File: src/rtl/sdm_pkg.sv
// ----------------------------------------------------------------------------
// sdm_pkg: shared types and constants of the signed divider
// Operand codes, special-case codes and the control word carried by the
// divider pipeline.
// ----------------------------------------------------------------------------
`default_nettype none

package sdm_pkg;

  localparam int DATA_W            = 64;
  localparam int HALF_W            = 32;
  localparam int FRACTION_BITS_DEF = 12;

  localparam logic OP_RAW   = 1'b0;
  localparam logic OP_FIXED = 1'b1;

  localparam logic [1:0] MODE_32_32     = 2'd0;
  localparam logic [1:0] MODE_64_32     = 2'd1;
  localparam logic [1:0] MODE_64_64     = 2'd2;
  localparam logic [1:0] MODE_64_32_ALT = 2'd3;

  localparam logic [DATA_W-1:0] ALL_ONES    = 64'hFFFF_FFFF_FFFF_FFFF;
  localparam logic [DATA_W-1:0] ZDIV_NEG32  = 64'hFFFF_FFFF_0000_0001;
  localparam logic [DATA_W-1:0] MIN32_EXT   = 64'hFFFF_FFFF_8000_0000;
  localparam logic [DATA_W-1:0] MIN64       = 64'h8000_0000_0000_0000;
  localparam logic [DATA_W-1:0] ONE64       = 64'h0000_0000_0000_0001;

  typedef enum logic [2:0] {
    SPEC_NONE,
    SPEC_ALL_ONES,
    SPEC_ONE,
    SPEC_ZDIV_NEG32,
    SPEC_MIN32,
    SPEC_MIN64
  } sdm_spec_t;

  typedef struct packed {
    logic      valid;
    logic      neg;
    logic      fixed;
    sdm_spec_t spec;
  } sdm_ctl_t;

endpackage

`default_nettype wire

File: src/rtl/sdm_prep.sv
// ----------------------------------------------------------------------------
// sdm_prep: operand preparation
// Selects operands by mode, detects the special cases and forms the
// magnitudes that enter the divider cell chain.
// ----------------------------------------------------------------------------
`default_nettype none

module sdm_prep (
  input  wire logic                            clk,
  input  wire logic                            rst_n,
  input  wire logic                            take,
  input  wire logic                            operation,
  input  wire logic [1:0]                      divide_mode,
  input  wire logic [sdm_pkg::DATA_W-1:0]      dividend,
  input  wire logic [sdm_pkg::DATA_W-1:0]      divisor,
  output sdm_pkg::sdm_ctl_t                    ctl_o,
  output logic      [2*sdm_pkg::DATA_W-1:0]    acc_o,
  output logic      [sdm_pkg::DATA_W-1:0]      ud_o
);

  localparam int DW = sdm_pkg::DATA_W;
  localparam int HW = sdm_pkg::HALF_W;

  logic [DW-1:0] n_sel;
  logic [DW-1:0] d_sel;
  logic          fixed;
  logic          mode32;
  logic          n_neg;
  logic          d_neg;
  sdm_pkg::sdm_spec_t spec;

  sdm_pkg::sdm_ctl_t      ctl_r, ctl_nxt;
  logic [2*DW-1:0]        acc_r, acc_nxt;
  logic [DW-1:0]          ud_r, ud_nxt;

  always_comb begin
    fixed  = (operation == sdm_pkg::OP_FIXED);
    mode32 = 1'b0;
    n_sel  = dividend;
    d_sel  = {{HW{divisor[HW-1]}}, divisor[HW-1:0]};
    if (fixed) begin
      n_sel = {dividend[HW-1:0], {HW{1'b0}}};
    end else begin
      unique case (divide_mode)
        sdm_pkg::MODE_32_32: begin
          mode32 = 1'b1;
          n_sel  = {{HW{dividend[HW-1]}}, dividend[HW-1:0]};
        end
        sdm_pkg::MODE_64_64: begin
          d_sel = divisor;
        end
        sdm_pkg::MODE_64_32, sdm_pkg::MODE_64_32_ALT: begin
          n_sel = dividend;
        end
        default: begin
          n_sel = dividend;
        end
      endcase
    end

    n_neg = n_sel[DW-1];
    d_neg = d_sel[DW-1];

    if (d_sel == '0) begin
      if (mode32) begin
        spec = n_neg ? sdm_pkg::SPEC_ZDIV_NEG32 : sdm_pkg::SPEC_ALL_ONES;
      end else begin
        spec = n_neg ? sdm_pkg::SPEC_ONE : sdm_pkg::SPEC_ALL_ONES;
      end
    end else if (mode32 && n_sel == sdm_pkg::MIN32_EXT && d_sel == sdm_pkg::ALL_ONES) begin
      spec = sdm_pkg::SPEC_MIN32;
    end else if (!mode32 && n_sel == sdm_pkg::MIN64 && d_sel == sdm_pkg::ALL_ONES) begin
      spec = sdm_pkg::SPEC_MIN64;
    end else begin
      spec = sdm_pkg::SPEC_NONE;
    end

    ctl_nxt.valid = take;
    ctl_nxt.neg   = n_neg ^ d_neg;
    ctl_nxt.fixed = fixed;
    ctl_nxt.spec  = spec;
    acc_nxt       = {{DW{1'b0}}, (n_neg ? (DW'(0) - n_sel) : n_sel)};
    ud_nxt        = d_neg ? (DW'(0) - d_sel) : d_sel;
  end

  always_ff @(posedge clk) begin
    if (!rst_n) begin
      ctl_r.valid <= 1'b0;
    end else begin
      ctl_r.valid <= ctl_nxt.valid;
    end
    ctl_r.neg   <= ctl_nxt.neg;
    ctl_r.fixed <= ctl_nxt.fixed;
    ctl_r.spec  <= ctl_nxt.spec;
    acc_r       <= acc_nxt;
    ud_r        <= ud_nxt;
  end

  assign ctl_o = ctl_r;
  assign acc_o = acc_r;
  assign ud_o  = ud_r;

endmodule

`default_nettype wire

File: config.mk
export PLATFORM = sky130hd
export DESIGN_NAME = sdm_prep
export DESIGN_NICKNAME = d
export VERILOG_FILES = /design/src/rtl/sdm_pkg.sv /design/src/rtl/sdm_prep.sv
export SDC_FILE = /design/constraint.sdc
export NUM_CORES = 1
export LEC_CHECK = 0
export BUFFER_PORTS_ARGS = -buffer_cell sky130_fd_sc_hd__buf_2
export CORE_ASPECT_RATIO = 2
export CORE_MARGIN = 10
export CORE_UTILIZATION = 52
export CTS_CLUSTER_DIAMETER = 150
export CTS_CLUSTER_SIZE = 28
export DETAILED_ROUTE_END_ITERATION = 6
export PLACE_DENSITY_LB_ADDON = 0.05
export SYNTH_ARGS = -nofsm -noshare
export SYNTH_HDL_FRONTEND = slang
export SYNTH_SLANG_ARGS = --single-unit
File: constraint.sdc
create_clock -name clk -period 6.32 [get_ports clk]
set_input_delay 0.316 -clock clk [delete_from_list [all_inputs] [get_ports clk]]
set_output_delay 0.316 -clock clk [all_outputs]
set_load 0.01 [all_outputs]
==> out/qor.yml <==
clock_network:
  cts_tree: "yes"
  clk_pin_slew_ps: 60
  root_buffer: "clkbuf_16"
  clk_path_buf_depth: 2
  cts.repair.resized: 0
  ctsHoldBuffers: 0
  cts_setup_buffers: 0
  cts_inserted_buffers: 17
  cts.sinks: 134
  cts.htree.levels: 4
global_route:
  grt_start_max_net_pins: 55
  antenna_found_initial: 0
  grt.total_usage_pct: 25.7
  grt_pass1_wl_mm: 41.1
  grt_pass1_vias: 7723
  overflow: 0
worst_setup_path:
  cp_top_family: "simple AND/OR/NAND/NOR gates"
  cp-start-kind: "input port"
  cp_data_arrival_time_ps: 3420
  cp-end-kind: "flip-flop"
  slowest_delay_ps: 650
  cp_num_buf_inv: 1
  cp.required_ps: 6660
  crit_fanout: 54
  worstSetupPathType: "in -> reg"
  crit_slowest_cell: "buf_2"
  path_depth: 8
  crit_chain: "buf_2 > nor4b_2 > a311oi_1 > nand4bb_1 > nor3_2 > nand3_1 > o41ai_2 > xor2_1"
  crit_start: "operation"
timing:
  setup_viol: 0
  finalHoldViolCount: 0
  finalMaxSlewViolations: 0
  worstMarginPinSlew_ps: 1240
  fin_tns_setup_ps: 0
  setup_ws_ps: 3240
  period_minus_slack_ps: 3080
  period_share_pct: 48.7
  fmax_mhz: 325
  slew-limit-headroom_pct: 16.9
  rsz0062_at_grt: "false"
synth:
  synth_area_um2: 7490
  synthArstFlopShare_pct: 0
  synth_cell_types: 67
  synth_cells: 914
  ys_seq_area_share_pct: 35.8
  ys_seq_elements: 134
  synth_edf_count: 0
  synthFlopType: "dfxtp_1"
  syn_avg_cell_area_um2: 8.20
  synth_warnings: 0
detailed_routing:
  vias_per_cell: 5.45
  routedWlPerCell_um: 19.4
  vias: 7429
  drcViolationCount: 0
  dr.pass1.iters: 5
  drtIter0Drc: 309
  final_antenna_net_count: 0
  drt_wl_total_mm: 26.5
finish:
  nets: 1295
  final_area_um2: 9250
  utilization_pct: 64.8
  drive_gt1_share_pct: 27.8
  diodes: 0
  area_growth_pct: 23.4
  final_common_cell: "buf_2"
  final_cell_mix: "buf_2, dfxtp_1, nor2_1"
  fill_cells: 1366
floorplan:
  die_h_um: 190
  core-area_um2: 14300
  initial_utilization_pct: 52.5
  ios: 332
  dieArea_um2: 19900
  rows: 62
  die_w_um: 105
power:
  p_comb_share_pct: 21.4
  p_clk_share_pct: 39.7
  power.internal_mw: 1.75
  switching_share_pct: 29.5
  p_leak_nw: 4.09
  power.share.sequential_pct: 38.9
  power_mw: 2.48
  ir_drop_mv: 0.198
  powerDensity_nw_per_um2: 268
  p_sw_uw: 733
min_path:
  hold_end: "ud_o[0]$_DFF_P_"
  min-delay-start: "divisor[0]"
  hold_depth: 1
  hp-class: "in -> reg"
place:
  dp_slack_ps: 2870
  post-dp-hpwl_mm: 21.3
  gp_congestion: 0.934
  io_buffers: 267
  dpl_cell_area_um2: 8650
outcome:
  status: "complete, no violations"
flow_run:
  cap_violations: 0
## synthesized netlist by cell type (all sizes together) (5+ instances only)
cell      n  share of area [%]
dfxtp   134                 36
nor2b     9               0.75
nor2    107                5.4
buf      82                7.8
nand3    18                1.4
nor3b     5               0.70
xor2     73                8.5
nand2b    6               0.50
a31oi    10               0.84
nor4     20                1.8
a311oi   13                1.9
or4       8               0.80
a21oi    46                3.1
clkbuf   26                1.3
xnor2    38                4.4
and2     19                1.6
nor3     30                2.2
nand2    79                4.0
or3       6               0.50
nand4    24                2.0
inv      13               0.65
o21ai    60                4.0
o31ai    31                3.1
o41ai     8                1.1
## worst max path at each step
stage / slack [ps] / endpoint
after floorplan: 3060 / acc_o[48]$_DFF_P_
after global placement: 2890 / acc_o[61]$_DFF_P_
after detailed placement: 2870 / acc_o[61]$_DFF_P_
after CTS: 3310 / acc_o[61]$_DFF_P_
after global routing: 2970 / acc_o[61]$_DFF_P_
final: 3240 / acc_o[61]$_DFF_P_
## cell type report
cell class	count	area [um2]	share of cell area (%)
clock buffers	21	470	5.09
flip-flops and latches	134	2680	29.0
repair buffers	270	1360	14.7
inverters	13	48.8	0.528
clock inverters	11	125	1.35
multi-input cells	722	4320	46.7
well taps	192	240	2.60
## metrics by stage
step | hold slack (ps) | std cells
CTS | 82.4 | 1363
detailed placement | 519 | 1331
global route | 84.7 | 1363
finish | 88.3 | 1363
floorplan | 344 | 977
global placement | 515 | 1331
## registers in the layout, summed over array words and instances (netlist names)
| signal | count |
|---|---|
| acc_o | 64 |
| ctl_o | 6 |
| ud_o | 64 |
## layer usage
layer / track usage [%] / wire [um]
met3: 6.78 / 1780
met4: 14.6 / 1200
met2: 48.8 / 14700
met5: 0 / 0
met1: 24.0 / 8750
## power groups by stage
stage	logic, mW	registers [mW]	clock network [mW]
floorplan	0.272	1.03	0
global placement	0.528	0.981	0
detailed placement	0.530	0.982	0
CTS	0.532	0.965	0.998
global route	0.581	0.973	1.04
finish	0.532	0.965	0.985
## cell families (layout without fill, tap and decap cells)
kind of cell	Yosys count	after routing	synth area share, %
adders and majority gates	3	3	0.501
AOI/OAI and AO/OA	190	190	16.6
other	1	64	0.0501
buffers and inverters	121	315	9.77
and+or+nand+nor	350	350	23.7
xor gates and xnor gates	111	111	13.0
DFF	134	134	35.8
muxes	4	4	0.534
Note: power is estimated with default switching activity, not from simulation.
