### config.mk
export PLATFORM = sky130hd
export DESIGN_NAME = sdm_post
export DESIGN_NICKNAME = d
export VERILOG_FILES = /design/src/rtl/sdm_pkg.sv /design/src/rtl/sdm_post.sv
export SDC_FILE = /design/constraint.sdc
export NUM_CORES = 1
export LEC_CHECK = 0
export ABC_AREA = 1
export ABC_CLOCK_PERIOD_IN_PS = 2600
export BUFFER_PORTS_ARGS = -buffer_cell sky130_fd_sc_hd__buf_2
export CORE_MARGIN = 2
export CORE_UTILIZATION = 50
export CTS_BUF_LIST = sky130_fd_sc_hd__clkbuf_8
export CTS_CLUSTER_SIZE = 16
export DETAILED_ROUTE_END_ITERATION = 10
export PLACE_DENSITY = 0.73
export SLEW_MARGIN = 20
export SYNTH_ARGS = -nofsm -noshare
export SYNTH_HDL_FRONTEND = slang
export SYNTH_SLANG_ARGS = --single-unit
### constraint.sdc
create_clock -name clk -period 2.6 [get_ports clk]
set_clock_uncertainty 0.2 [all_clocks]
set_input_delay 0.65 -clock clk [delete_from_list [all_inputs] [get_ports clk]]
set_output_delay 0.65 -clock clk [all_outputs]
set_load 0.1 [all_outputs]
### src/rtl/sdm_pkg.sv
// ----------------------------------------------------------------------------
// sdm_pkg: shared types and constants of the signed divider
// Operand codes, special-case codes and the control word carried by the
// divider pipeline.
// ----------------------------------------------------------------------------
`default_nettype none

package sdm_pkg;

  localparam int DATA_W            = 64;
  localparam int HALF_W            = 32;
  localparam int FRACTION_BITS_DEF = 12;

  localparam logic OP_RAW   = 1'b0;
  localparam logic OP_FIXED = 1'b1;

  localparam logic [1:0] MODE_32_32     = 2'd0;
  localparam logic [1:0] MODE_64_32     = 2'd1;
  localparam logic [1:0] MODE_64_64     = 2'd2;
  localparam logic [1:0] MODE_64_32_ALT = 2'd3;

  localparam logic [DATA_W-1:0] ALL_ONES    = 64'hFFFF_FFFF_FFFF_FFFF;
  localparam logic [DATA_W-1:0] ZDIV_NEG32  = 64'hFFFF_FFFF_0000_0001;
  localparam logic [DATA_W-1:0] MIN32_EXT   = 64'hFFFF_FFFF_8000_0000;
  localparam logic [DATA_W-1:0] MIN64       = 64'h8000_0000_0000_0000;
  localparam logic [DATA_W-1:0] ONE64       = 64'h0000_0000_0000_0001;

  typedef enum logic [2:0] {
    SPEC_NONE,
    SPEC_ALL_ONES,
    SPEC_ONE,
    SPEC_ZDIV_NEG32,
    SPEC_MIN32,
    SPEC_MIN64
  } sdm_spec_t;

  typedef struct packed {
    logic      valid;
    logic      neg;
    logic      fixed;
    sdm_spec_t spec;
  } sdm_ctl_t;

endpackage

`default_nettype wire

### src/rtl/sdm_post.sv
// ----------------------------------------------------------------------------
// sdm_post: result formation
// Restores the quotient sign, applies the special-case values and performs
// the fixed-point rounding, over two register stages.
// ----------------------------------------------------------------------------
`default_nettype none

module sdm_post #(
  parameter int FRACTION_BITS = sdm_pkg::FRACTION_BITS_DEF
) (
  input  wire logic                         clk,
  input  wire logic                         rst_n,
  input  sdm_pkg::sdm_ctl_t                 ctl_i,
  input  wire logic [sdm_pkg::DATA_W-1:0]   uq_i,
  output logic                              valid_o,
  output logic      [sdm_pkg::DATA_W-1:0]   quotient_o
);

  localparam int DW = sdm_pkg::DATA_W;
  localparam int HW = sdm_pkg::HALF_W;
  localparam logic [DW-1:0] HALF_LSB = DW'(1) << (HW - 1 - FRACTION_BITS);
  localparam int RSHIFT = HW - FRACTION_BITS;

  logic [DW-1:0] raw_nxt;
  logic [DW-1:0] raw_r;
  logic          v1_r;
  logic          fixed1_r;

  logic [DW-1:0] sum;
  logic [DW-1:0] shifted;
  logic [DW-1:0] q_nxt;
  logic [DW-1:0] q_r;
  logic          v2_r;

  always_comb begin
    case (ctl_i.spec)
      sdm_pkg::SPEC_NONE:       raw_nxt = ctl_i.neg ? (DW'(0) - uq_i) : uq_i;
      sdm_pkg::SPEC_ALL_ONES:   raw_nxt = sdm_pkg::ALL_ONES;
      sdm_pkg::SPEC_ONE:        raw_nxt = sdm_pkg::ONE64;
      sdm_pkg::SPEC_ZDIV_NEG32: raw_nxt = sdm_pkg::ZDIV_NEG32;
      sdm_pkg::SPEC_MIN32:      raw_nxt = sdm_pkg::MIN32_EXT;
      sdm_pkg::SPEC_MIN64:      raw_nxt = sdm_pkg::MIN64;
      default:                  raw_nxt = uq_i;
    endcase
  end

  always_comb begin
    sum     = raw_r + HALF_LSB;
    shifted = sum >> RSHIFT;
    q_nxt   = fixed1_r ? {{HW{shifted[HW-1]}}, shifted[HW-1:0]} : raw_r;
  end

  always_ff @(posedge clk) begin
    if (!rst_n) begin
      v1_r <= 1'b0;
      v2_r <= 1'b0;
    end else begin
      v1_r <= ctl_i.valid;
      v2_r <= v1_r;
    end
  end

  always_ff @(posedge clk) begin
    raw_r    <= raw_nxt;
    fixed1_r <= ctl_i.fixed;
    q_r      <= q_nxt;
  end

  assign valid_o    = v2_r;
  assign quotient_o = q_r;

endmodule

`default_nettype wire

==> results.md <==
* Mapped Cells at 1,108
* CTS tree: done
* Antenna Nets Post-Route at 0
* Worst path required time at 2.68 ns
* Pin count of the biggest net entering global routing at 63
* Layout fillers at about 1,400
* Post-CTS resize count at 0
* # setup viols final at 0
* Largest family of logic cells by synthesized area: simple AND/OR/NAND/NOR gates
* Critical Path End Type: flop
* Pre-antenna DRT Iters at 5
* Synth Area in Compound Gates at 14.9%
* Switching power at 2.27 mW
* R2R setup slack at ~0.41 ns
* Clk_lat worst skew at roughly 0.44 ns
* Worst Reg-to-Reg Cells at 9
* Rows at between 40 and 50
* Netlist Area Pre-Place at 7110 um2
* H-tree depth at 4
* Crit path capture: quotient_o[35]
* Worst slew margin at 63.2%
* Initial Util at 51.3%
* Drt wl/cell at 15.3 um
* Area Growth Syn to Fin at 19.1%
* Grt ovf at 0
* Most common cell after layout, fill and taps aside: nand2_1
* Leak at 3.95 nW
* Place WS at roughly 0.076 ns
* Die height at approximately 120 um
* Final Hold Fails at 0
* Placed instance count at approximately 1,400
* Mux share of post-synthesis cell area at 0%
* Setup TNS at 0 ns
* Post-Synth XOR/XNOR Area at 2.71%
* Critical Path Fanout Max at 33
* Num CTS Buffers at 17
* Ports at between 100 and 150
* Hold Slack at 0.120 ns
* Vias in the first global route at 6,751
* Cts hold-fix bufs at 0
* Post-synth EDFFs at 0
* Slowest cell delay on critical path at 0.37 ns
* Crit-path cells: ha_1 -> nand2_1 -> nor2_2 -> nand2_2 -> nor2_2 -> nand2_1 -> xor2_1 -> nand2_4 -> o21ai_0
* NumNets Final at between 1,000 and 1,500
* Detailed Route Iter0 Violations at between 600 and 700
* Synth Area in Simple Gates at 37.0%
* Maximum VDD drop at around 0.00035 V
* Crit. path cell count at 9
* Post-layout util at 61.0%
* CP delay by family, top: simple AND/OR/NAND/NOR gates
* Commonest cells after routing, fill and taps aside: nand2_1 (318), nor2_1 (161), buf_2 (136)
* Main area contributors after synthesis: dfxtp_1 (37%), nand2_1 (17%), nor2_1 (8.5%)
* Crit share post-route at between 80 and 90%
* Antenna diodes at 0
* Main synth FF type: dfxtp_1
* DRT Wirelength at 22,000 um
* Buffers added on ports at ~140
* Die width at 123 um
* RR Endpoint: quotient_o[35]
* Fraction of registers with async set/reset at 0%
* DRC viols at 0
* Worst Hold Class: in -> reg
* Post-synthesis area per instance at between 6 and 7 um2
* Footprint of the multi-input gates at 3910 um2
* Switching Share at 37.8%
* Finished Layout Cells at about 1,400
* Vias/cell at 5.35
* Clock root buffer: clkbuf_8
* Pins Over Slew Limit at 0
* Die ar. at 15,200 um2
* Setup crit start: raw_r[20]
* Minimum clock period at 2.19 ns
* DR vias at 7,674
* Layout cells sized above 1 at between 10% and 20%
* R2r startpoint: raw_r[20]
* Sink Count at 131
* CP startpoint kind: flop
* Power Density at 710 nW/um2
* Post-synth top area share at 36.9%
* Post-CTS Setup Bufs at 0
* Arrival time at the worst endpoint at 2.27 ns
* Sequential Power Share at 38.9%
* Area occupied by registers at 2620 um2
* CTS clk-pin slew, worst paths at about 0.07 ns
* Synth Register Bits at 131
* Yosys cell types at 38
* Internal power at 3.74 mW
* Final WS setup at 0.414 ns
* Fmax at 0.458 GHz
* Syn Nets at 1,182
* Yosys warns at 0
* Combinational Power Share at around 29%
* GRT Resource Usage Total at around 29%
* Clock buffer depth at 2
* Antenna violations before repair at 0
* RSZ-0062 raised after global routing: no
* Clk pwr share at 32.0%
* Adder-cell area share of the yosys netlist at 0.352%
* Critical-path cell with the highest stage delay: dfxtp_1
* Status: completed
* Core ar. at 13,900 um2
* First-pass GRT wire length at 33,800 um
* Slew @ Worst Pin at between 0.5 and 0.6 ns
* Max-cap violations at 0
* Cell taking the most area after synthesis: dfxtp_1
* Sequential cell area fraction in the yosys report at a little under two fifths
* Crit Path Class: reg -> reg
* Worst path bufs/invs at 0
* GPL Wtd Cong at 0.975
* Hpwl dp at between 15,000 and 20,000 um
-- worst reg2reg max path, stage by stage (launching register included) --
cell and delay (ns):
dfxtp_1 0.37, ha_1 0.19, nand2_1 0.09, nor2_2 0.20, nand2_2 0.13, nor2_2 0.15
nand2_1 0.09, xor2_1 0.17, nand2_4 0.31, o21ai_0 0.17
-- sequential cells by signal (all words and copies together) (netlist names) --
signal,count
raw_r,64
fixed1_r,1
v1_r,1
valid_o,1
quotient_o,64
-- area by class of cell --
class                      count  share of cell area, %
tap                          180                   2.66
clock buffer                  19                   3.09
multi-input combinational    829                   46.1
timing repair buffer         154                   10.1
clock inverter                11                   2.19
sequential                   131                   31.0
inverter                     110                   4.87
-- how the worst min path moves through the flow --
stage | depth (start not counted) | startpoint | slack (ns) | to
2_1_floorplan | 2 | v1_r | 0.19 | valid_o
4_1_cts | 1 | ctl_i[3] | 0.10 | fixed1_r
3_5_place_dp | 2 | v1_r | 0.20 | valid_o
3_3_place_gp | 2 | v1_r | 0.20 | valid_o
6_report | 1 | ctl_i[3] | 0.12 | fixed1_r
5_1_grt | 1 | ctl_i[3] | 0.10 | fixed1_r
-- power by group through the flow --
stage,logic (mW),registers [mW],clock network [mW]
2_1_floorplan,0.489,3.21,0
3_3_place_gp,1.73,2.38,0
3_5_place_dp,1.74,2.38,0
4_1_cts,1.74,2.34,1.94
5_1_grt,1.85,2.36,2.03
6_report,1.75,2.34,1.92
-- cell usage after synthesis, types with 16 or more instances --
library cell	instances
a21oi_1	44
clkbuf_1	21
dfxtp_1	131
inv_1	99
nand2_1	318
nand3_1	80
nand4_1	19
nor2_1	161
o211ai_1	21
o21ai_0	67
o21ai_1	16
xor2_1	20
-- per-layer routing --
layer  routed length (um)  track usage [%]
met4                  557             10.9
met1                10100             41.6
met5                    0                0
met2                 9630             43.8
met3                 1690             4.57
-- stage by stage --
| stage | cell area, um2 | power [mW] |
|---|---|---|
| 2_1_floorplan | 7110 | 3.70 |
| 3_3_place_gp | 8020 | 4.11 |
| 3_5_place_dp | 8020 | 4.12 |
| 4_1_cts | 8470 | 6.02 |
| 5_1_grt | 8470 | 6.23 |
| 6_report | 8470 | 6.01 |
-- cell families after synthesis --
group	count (synthesis)
adders and majority gates	2
buffers and inverters	148
DFF	131
xor gates and xnor gates	22
and+or+nand+nor	623
AOI/OAI and AO/OA	182
Power figures use the tool's default switching activity.
