File: src/rtl/sdm_pkg.sv
// ----------------------------------------------------------------------------
// sdm_pkg: shared types and constants of the signed divider
// Operand codes, special-case codes and the control word carried by the
// divider pipeline.
// ----------------------------------------------------------------------------
`default_nettype none

package sdm_pkg;

  localparam int DATA_W            = 64;
  localparam int HALF_W            = 32;
  localparam int FRACTION_BITS_DEF = 12;

  localparam logic OP_RAW   = 1'b0;
  localparam logic OP_FIXED = 1'b1;

  localparam logic [1:0] MODE_32_32     = 2'd0;
  localparam logic [1:0] MODE_64_32     = 2'd1;
  localparam logic [1:0] MODE_64_64     = 2'd2;
  localparam logic [1:0] MODE_64_32_ALT = 2'd3;

  localparam logic [DATA_W-1:0] ALL_ONES    = 64'hFFFF_FFFF_FFFF_FFFF;
  localparam logic [DATA_W-1:0] ZDIV_NEG32  = 64'hFFFF_FFFF_0000_0001;
  localparam logic [DATA_W-1:0] MIN32_EXT   = 64'hFFFF_FFFF_8000_0000;
  localparam logic [DATA_W-1:0] MIN64       = 64'h8000_0000_0000_0000;
  localparam logic [DATA_W-1:0] ONE64       = 64'h0000_0000_0000_0001;

  typedef enum logic [2:0] {
    SPEC_NONE,
    SPEC_ALL_ONES,
    SPEC_ONE,
    SPEC_ZDIV_NEG32,
    SPEC_MIN32,
    SPEC_MIN64
  } sdm_spec_t;

  typedef struct packed {
    logic      valid;
    logic      neg;
    logic      fixed;
    sdm_spec_t spec;
  } sdm_ctl_t;

endpackage

`default_nettype wire

File: src/rtl/sdm_cell.sv
// ----------------------------------------------------------------------------
// sdm_cell: one restoring division step
// Shifts the partial remainder and numerator left by one bit, subtracts the
// divisor where it fits and records one quotient bit.
// ----------------------------------------------------------------------------
`default_nettype none

module sdm_cell (
  input  wire logic                            clk,
  input  wire logic                            rst_n,
  input  sdm_pkg::sdm_ctl_t                    ctl_i,
  input  wire logic [2*sdm_pkg::DATA_W-1:0]    acc_i,
  input  wire logic [sdm_pkg::DATA_W-1:0]      ud_i,
  output sdm_pkg::sdm_ctl_t                    ctl_o,
  output logic      [2*sdm_pkg::DATA_W-1:0]    acc_o,
  output logic      [sdm_pkg::DATA_W-1:0]      ud_o
);

  localparam int DW = sdm_pkg::DATA_W;

  logic [2*DW-1:0] sh;
  logic [DW-1:0]   trial;
  logic            fits;

  sdm_pkg::sdm_ctl_t ctl_r;
  logic [2*DW-1:0]   acc_r, acc_nxt;
  logic [DW-1:0]     ud_r;

  always_comb begin
    sh      = {acc_i[2*DW-2:0], 1'b0};
    trial   = sh[2*DW-1:DW];
    fits    = (trial >= ud_i);
    acc_nxt = {(fits ? (trial - ud_i) : trial), sh[DW-1:1], fits};
  end

  always_ff @(posedge clk) begin
    if (!rst_n) begin
      ctl_r.valid <= 1'b0;
    end else begin
      ctl_r.valid <= ctl_i.valid;
    end
    ctl_r.neg   <= ctl_i.neg;
    ctl_r.fixed <= ctl_i.fixed;
    ctl_r.spec  <= ctl_i.spec;
    acc_r       <= acc_nxt;
    ud_r        <= ud_i;
  end

  assign ctl_o = ctl_r;
  assign acc_o = acc_r;
  assign ud_o  = ud_r;

endmodule

`default_nettype wire

File: config.mk
export PLATFORM = sky130hd
export DESIGN_NAME = sdm_cell
export DESIGN_NICKNAME = d
export VERILOG_FILES = /design/src/rtl/sdm_pkg.sv /design/src/rtl/sdm_cell.sv
export SDC_FILE = /design/constraint.sdc
export NUM_CORES = 1
export LEC_CHECK = 0
export BUFFER_PORTS_ARGS = -buffer_cell sky130_fd_sc_hd__buf_2
export CAP_MARGIN = 15
export CORE_ASPECT_RATIO = 1.1
export CORE_MARGIN = 5
export CORE_UTILIZATION = 42
export DETAILED_ROUTE_END_ITERATION = 10
export GPL_TIMING_DRIVEN = 1
export PLACE_DENSITY = 0.73
export SYNTH_ARGS = -nofsm -noshare
export SYNTH_HDL_FRONTEND = slang
export SYNTH_SLANG_ARGS = --single-unit
File: constraint.sdc
create_clock -name clk -period 5.82 [get_ports clk]
set_clock_uncertainty 0.1 [all_clocks]
set_input_delay 1.455 -clock clk [delete_from_list [all_inputs] [get_ports clk]]
set_output_delay 1.455 -clock clk [all_outputs]
set_load 0.02 [all_outputs]
==> metrics, run 1 <==
Initial Utilization=0.426; critical path required time=6.04 ns; worst slew pin tran=~0.74 ns; Gates resized, CTS repair=0; setup_tns=0 ns; htree depth=4; DR vias=about 8300; IO Count=between 300 and 400; Setup crit end kind=register; number of max-cap violations=0; type of origin of the critical path=input pin; status=complete, no violations; Max Freq=around 220 MHz; Sequential Area=between 3000 and 4000 um^2; Async S/R FF share, synth=0; CTS Buf Count=17; largest net degree at the start of global routing=between 40 and 50; Post-Route WL=around 27 mm; DR vias/cell=slightly above 5; die area=23900 um^2; Port Buffer Count=396; register area share after synthesis=0.452; share of layout cells above drive strength 1=0.324; number of hold buffers added after CTS=0; final clock period utilization by the worst path=0.797; CTS root buffer=clkbuf_16; EDFF count, synth=0; WHS=~1.0 ns; Synth Warn #=0; multi-input logic area=between 4000 and 5000 um^2; Synth area leaders=dfxtp_1 (45%), ha_1 (9.1%), o21ai_0 (5.7%); global-route congestion overflow total=0; Post-DP HPWL=22.4 mm; CTS tree=yes; worst hold start=acc_i[59]; post-synthesis instance area=about 8800 um^2; first-pass GRT wire length=just over 40 mm; maximum vdd drop=around 0.00018 V; Post-Syn Nets=around 1300; vias in the first global route=a little over 8000; Yosys reg bits=198; clock sink count=approximately 200; Die Wd=about 150 um; Cell Pwr Density=roughly 320 nW/um^2; placed insts=1609; Hold Path Class=input pin to register; RSZ-0062 raised after global routing=false; area share of the largest cell type after synthesis=0.452; post-synthesis average cell area=around 9 um^2; CTS max path bufs=2; Worst Hold Path EP=acc_o[60]; area grow syn2layout=31.7%; post-route minimum period=about 4.6 ns; Final setup viols=0; leakage power=approximately 5.9 nW; CP max FO=21; Commonest cells post-synth=dfxtp_1 (198), nand2_1 (124), o21ai_0 (100), a21oi_1 (74), inv_1 (72); dpl cell area=~11000 um^2; GR Util All Layers=0.217; Post-Layout Cell Count=1642; antenna violations before repair=2; # Post-CTS Setup Buffers=0; worst relative slew slack=0.502; Clock transition at path regs=about 0.080 ns; CP arrival=a little under 5 ns; DRC viols=0; GP Congestion=between 0.9 and 1; chip height=161 um; top-count cell post-synth=dfxtp_1; total iterations of the first detailed-routing run=5; Core Region=~20000 um^2; placement row count=55; DRT antenna net count=0; Distinct cells, synth=62; wire length per cell=around 16 um; Initial DRC Count=473; Hold Path Depth=1; max-slew violations=0; Yosys top cell by area=dfxtp_1; Main synth FF type=dfxtp_1; Fillers=1918; nets=1637; design area=about 12000 um^2; final hold violation count=0; critical path class=input pin to register; Syn Inst Count=~1000
## placed cells by master, fill, tap and decap left out, types with 27 or more instances in the layout
master and count:
buf_2 396, dfxtp_1 198, nand2_1 124, o21ai_0 100, a21oi_1 74, inv_1 72, ha_1 64, nor2_1 51
a21o_1 41, xnor2_1 31, xor2_1 27
## stage by stage
step / worst slack, ns / total power [mW] / utilization
after floorplan: 1.53 / 2.16 / -
after global placement: 0.831 / 2.49 / 0.531
after detailed placement: 0.770 / 2.50 / 0.531
after CTS: 1.20 / 3.70 / 0.561
after global routing: 0.878 / 3.86 / 0.561
final: 1.18 / 3.67 / 0.561
## final cells by class
type                    instances  area share
flip-flops and latches        198       0.343
multi-input cells             679       0.375
clock inverters                15      0.0168
repair buffers                403       0.176
diodes                          1    0.000217
inverters                      73      0.0237
well taps                     256      0.0277
clock buffers                  17      0.0369
## state kept, by name, summed over array words and instances (netlist names)
name and flops:
acc_o 128, ctl_o 6, ud_o 64
## worst max-delay path: stages
cell and delay (ns):
buf_2 0.10, ha_1 0.35, a21o_1 0.21, a21oi_1 0.21, o21ai_0 0.14, o41ai_1 0.58
o211ai_1 0.18, a211oi_1 0.24, o31a_2 0.47, buf_4 0.31, nor4b_1 0.08, a211o_1 0.27
a211o_1 0.26
## per-layer routing
| layer | vias to the layer above | GRT usage | routed length, um |
|---|---|---|---|
| met2 | 293 | 0.401 | 13700 |
| li1 | 4194 | - | - |
| met5 | - | 0 | 18 |
| met3 | 48 | 0.0513 | 1900 |
| met1 | 3784 | 0.238 | 10500 |
| met4 | 2 | 0.0877 | 875 |
## how the worst max path moves through the flow
stage / startpoint / to / slack [ns] / depth (start not counted)
floorplan: acc_i[63] / acc_o[127] / 1.53 / 14
global placement: acc_i[112] / acc_o[127] / 0.83 / 13
detailed placement: ud_i[49] / acc_o[127] / 0.77 / 14
CTS: ud_i[49] / acc_o[127] / 1.20 / 14
global route: ud_i[49] / acc_o[127] / 0.88 / 14
finish: acc_i[112] / acc_o[127] / 1.18 / 13
## power breakdown
group          leakage [nW]  switching, mW  internal [mW]
clock                 0.302          0.615          0.594
sequential             1.67         0.0286           1.48
combinational          3.93          0.596          0.354
## cells by family after synthesis
group	synth area share
muxes	0.00628
and+or+nand+nor	0.143
adders and majority gates	0.0937
xor gates and xnor gates	0.0580
AOI/OAI and AO/OA	0.193
buffers and inverters	0.0537
DFF	0.452
(Power assumes the default switching activity.)
==> inputs of run 2 (changes only) <==
clock period = 4.9 ns   (was 5.82 ns; I/O delays follow)
==> run 2 against run 1 <==
Worst setup slack got worse by 0.52 ns. Combinational power increased by 19%. Core utilization increased by 0.067 points. Hold slack got worse by 0.23 ns. Wire length increased by 0.34%. First-iteration DRC count decreased by 8.2%. Cell count about the same. Non-clock buffer count increased by 1. Critical endpoint is now acc_o[116]. Largest cell class unchanged. Largest power group unchanged. Highest routed layer unchanged.
==> metrics, run 2 (same netlist as run 1, synthesis figures left out) <==
CP max-delay cell=a211oi_1; critical path class=input pin to register; flip-flop count of the largest register after layout=~130; status=complete, no violations; setup_tns=0 ns; CP bufs+invs=3; Cell Pwr Density=between 300 and 400 nW/um^2; Post-Route WL=around 27 mm; Post-DP HPWL=between 20 and 25 mm; placement row count=55; worst slew pin tran=around 0.68 ns; Setup crit end kind=register; total iterations of the first detailed-routing run=5; Post-Layout Cell Count=around 1600; global-route congestion overflow total=0; CTS tree=yes; share of layout cells above drive strength 1=0.325; largest net degree at the start of global routing=39; Gates resized, CTS repair=0; Final setup viols=0; Final Worst Setup Slack=~0.66 ns; commonest cells after routing, fill and taps aside=buf_2 (396), dfxtp_1 (198), nand2_1 (124), o21ai_0 (100), a21oi_1 (74); Crit path largest cell delay=0.44 ns; nets=around 1600; post-place setup slack=a little over 0.3 ns; Initial DRC Count=434; antenna violations before repair=2; critical path required time=5.17 ns; Final Total Pwr=about 4.4 mW; most common cell after layout, fill and taps aside=buf_2; Setup crit start=acc_i[63]; DR vias=8275; Max Freq=around 240 MHz; worst relative slew slack=0.541; # Post-CTS Setup Buffers=0; most used cell, CP=o21ai_0; Hold Path Class=input pin to register; CP top delay family=compound AO/OA/AOI/OAI gates; DRC viols=0; die area=23900 um^2; RSZ-0062 raised after global routing=false; htree depth=4; type of origin of the critical path=input pin; final clock period utilization by the worst path=0.865; leakage power=just under 6 nW; wire length per cell=about 16 um; number of max-cap violations=0; max-slew violations=0; multi-input logic area=between 4000 and 5000 um^2; vias in the first global route=slightly above 8000; GR Util All Layers=0.218; chip height=roughly 160 um; IO Count=approximately 400; final hold violation count=0; DR vias/cell=around 5.0; CP cell instances=buf_2 > inv_1 > ha_1 > fa_1 > nand2b_1 > a21oi_2 > o21ai_0 > a211oi_1 > o31a_1 > nor2_1 > buf_4 > o211ai_1 > a311oi_1 > xor2_1 > o21ai_0; first-pass GRT wire length=approximately 42 mm; placed insts=1610; Die Wd=roughly 150 um; Sequential Area=3960 um^2; maximum vdd drop=approximately 0.00023 V; Core Region=between 20000 and 25000 um^2; DRT antenna net count=0; Clock transition at path regs=0.08 ns; CP arrival=4.51 ns; worst hold start=acc_i[47]; clock sink count=198; number of hold buffers added after CTS=0; Initial Utilization=0.426; Fillers=1928; area grow syn2layout=31.9%; CP max FO=4; dpl cell area=10900 um^2; GP Congestion=0.902; post-route minimum period=4.24 ns; CTS max path bufs=2; design area=11600 um^2; Port Buffer Count=between 300 and 400; CTS Buf Count=17; CTS root buffer=clkbuf_16
-- run 2: changes by cell type in the layout (fill, tap and decap cells not counted) --
cell,before,now
inv_6,2,3
inv_12,1,2
inv_8,4,3
buf_12,0,1
inv_16,1,0
-- run 2: power breakdown --
| part | leakage, nW | switching, mW | total, mW | internal (mW) |
|---|---|---|---|---|
| clock network | 0.298 | 0.729 | 1.43 | 0.701 |
| logic | 3.94 | 0.708 | 1.13 | 0.425 |
| registers | 1.67 | 0.0346 | 1.80 | 1.76 |
-- run 2: layer usage --
metal / up-vias / routed length [um] / global-route usage
met4: 2 / 756 / 0.0801
met2: 332 / 13900 / 0.399
met3: 46 / 2230 / 0.0634
met5: - / 11 / 0
met1: 3709 / 10100 / 0.237
li1: 4186 / - / -
-- run 2: per-stage QoR --
step | utilization | hold slack, ns
global placement | 0.532 | 1.23
global route | 0.562 | 0.751
detailed placement | 0.532 | 1.23
CTS | 0.562 | 0.757
floorplan | - | 1.15
finish | 0.562 | 0.781
-- run 2: final cells by class --
cell class / instances / area share
Antenna cell: 1 / 0.000217
Clock buffer: 17 / 0.0368
Clock inverter: 15 / 0.0162
Inverter: 73 / 0.0237
Multi-Input combinational cell: 679 / 0.375
Sequential cell: 198 / 0.343
Tap cell: 256 / 0.0277
Timing Repair Buffer: 404 / 0.178
-- run 2: path summary, 6_finish.rpt --
check,end,slack [ns],cells past startpoint
worst min-delay path,acc_o[48],0.78,1
worst max-delay path,acc_o[116],0.66,15
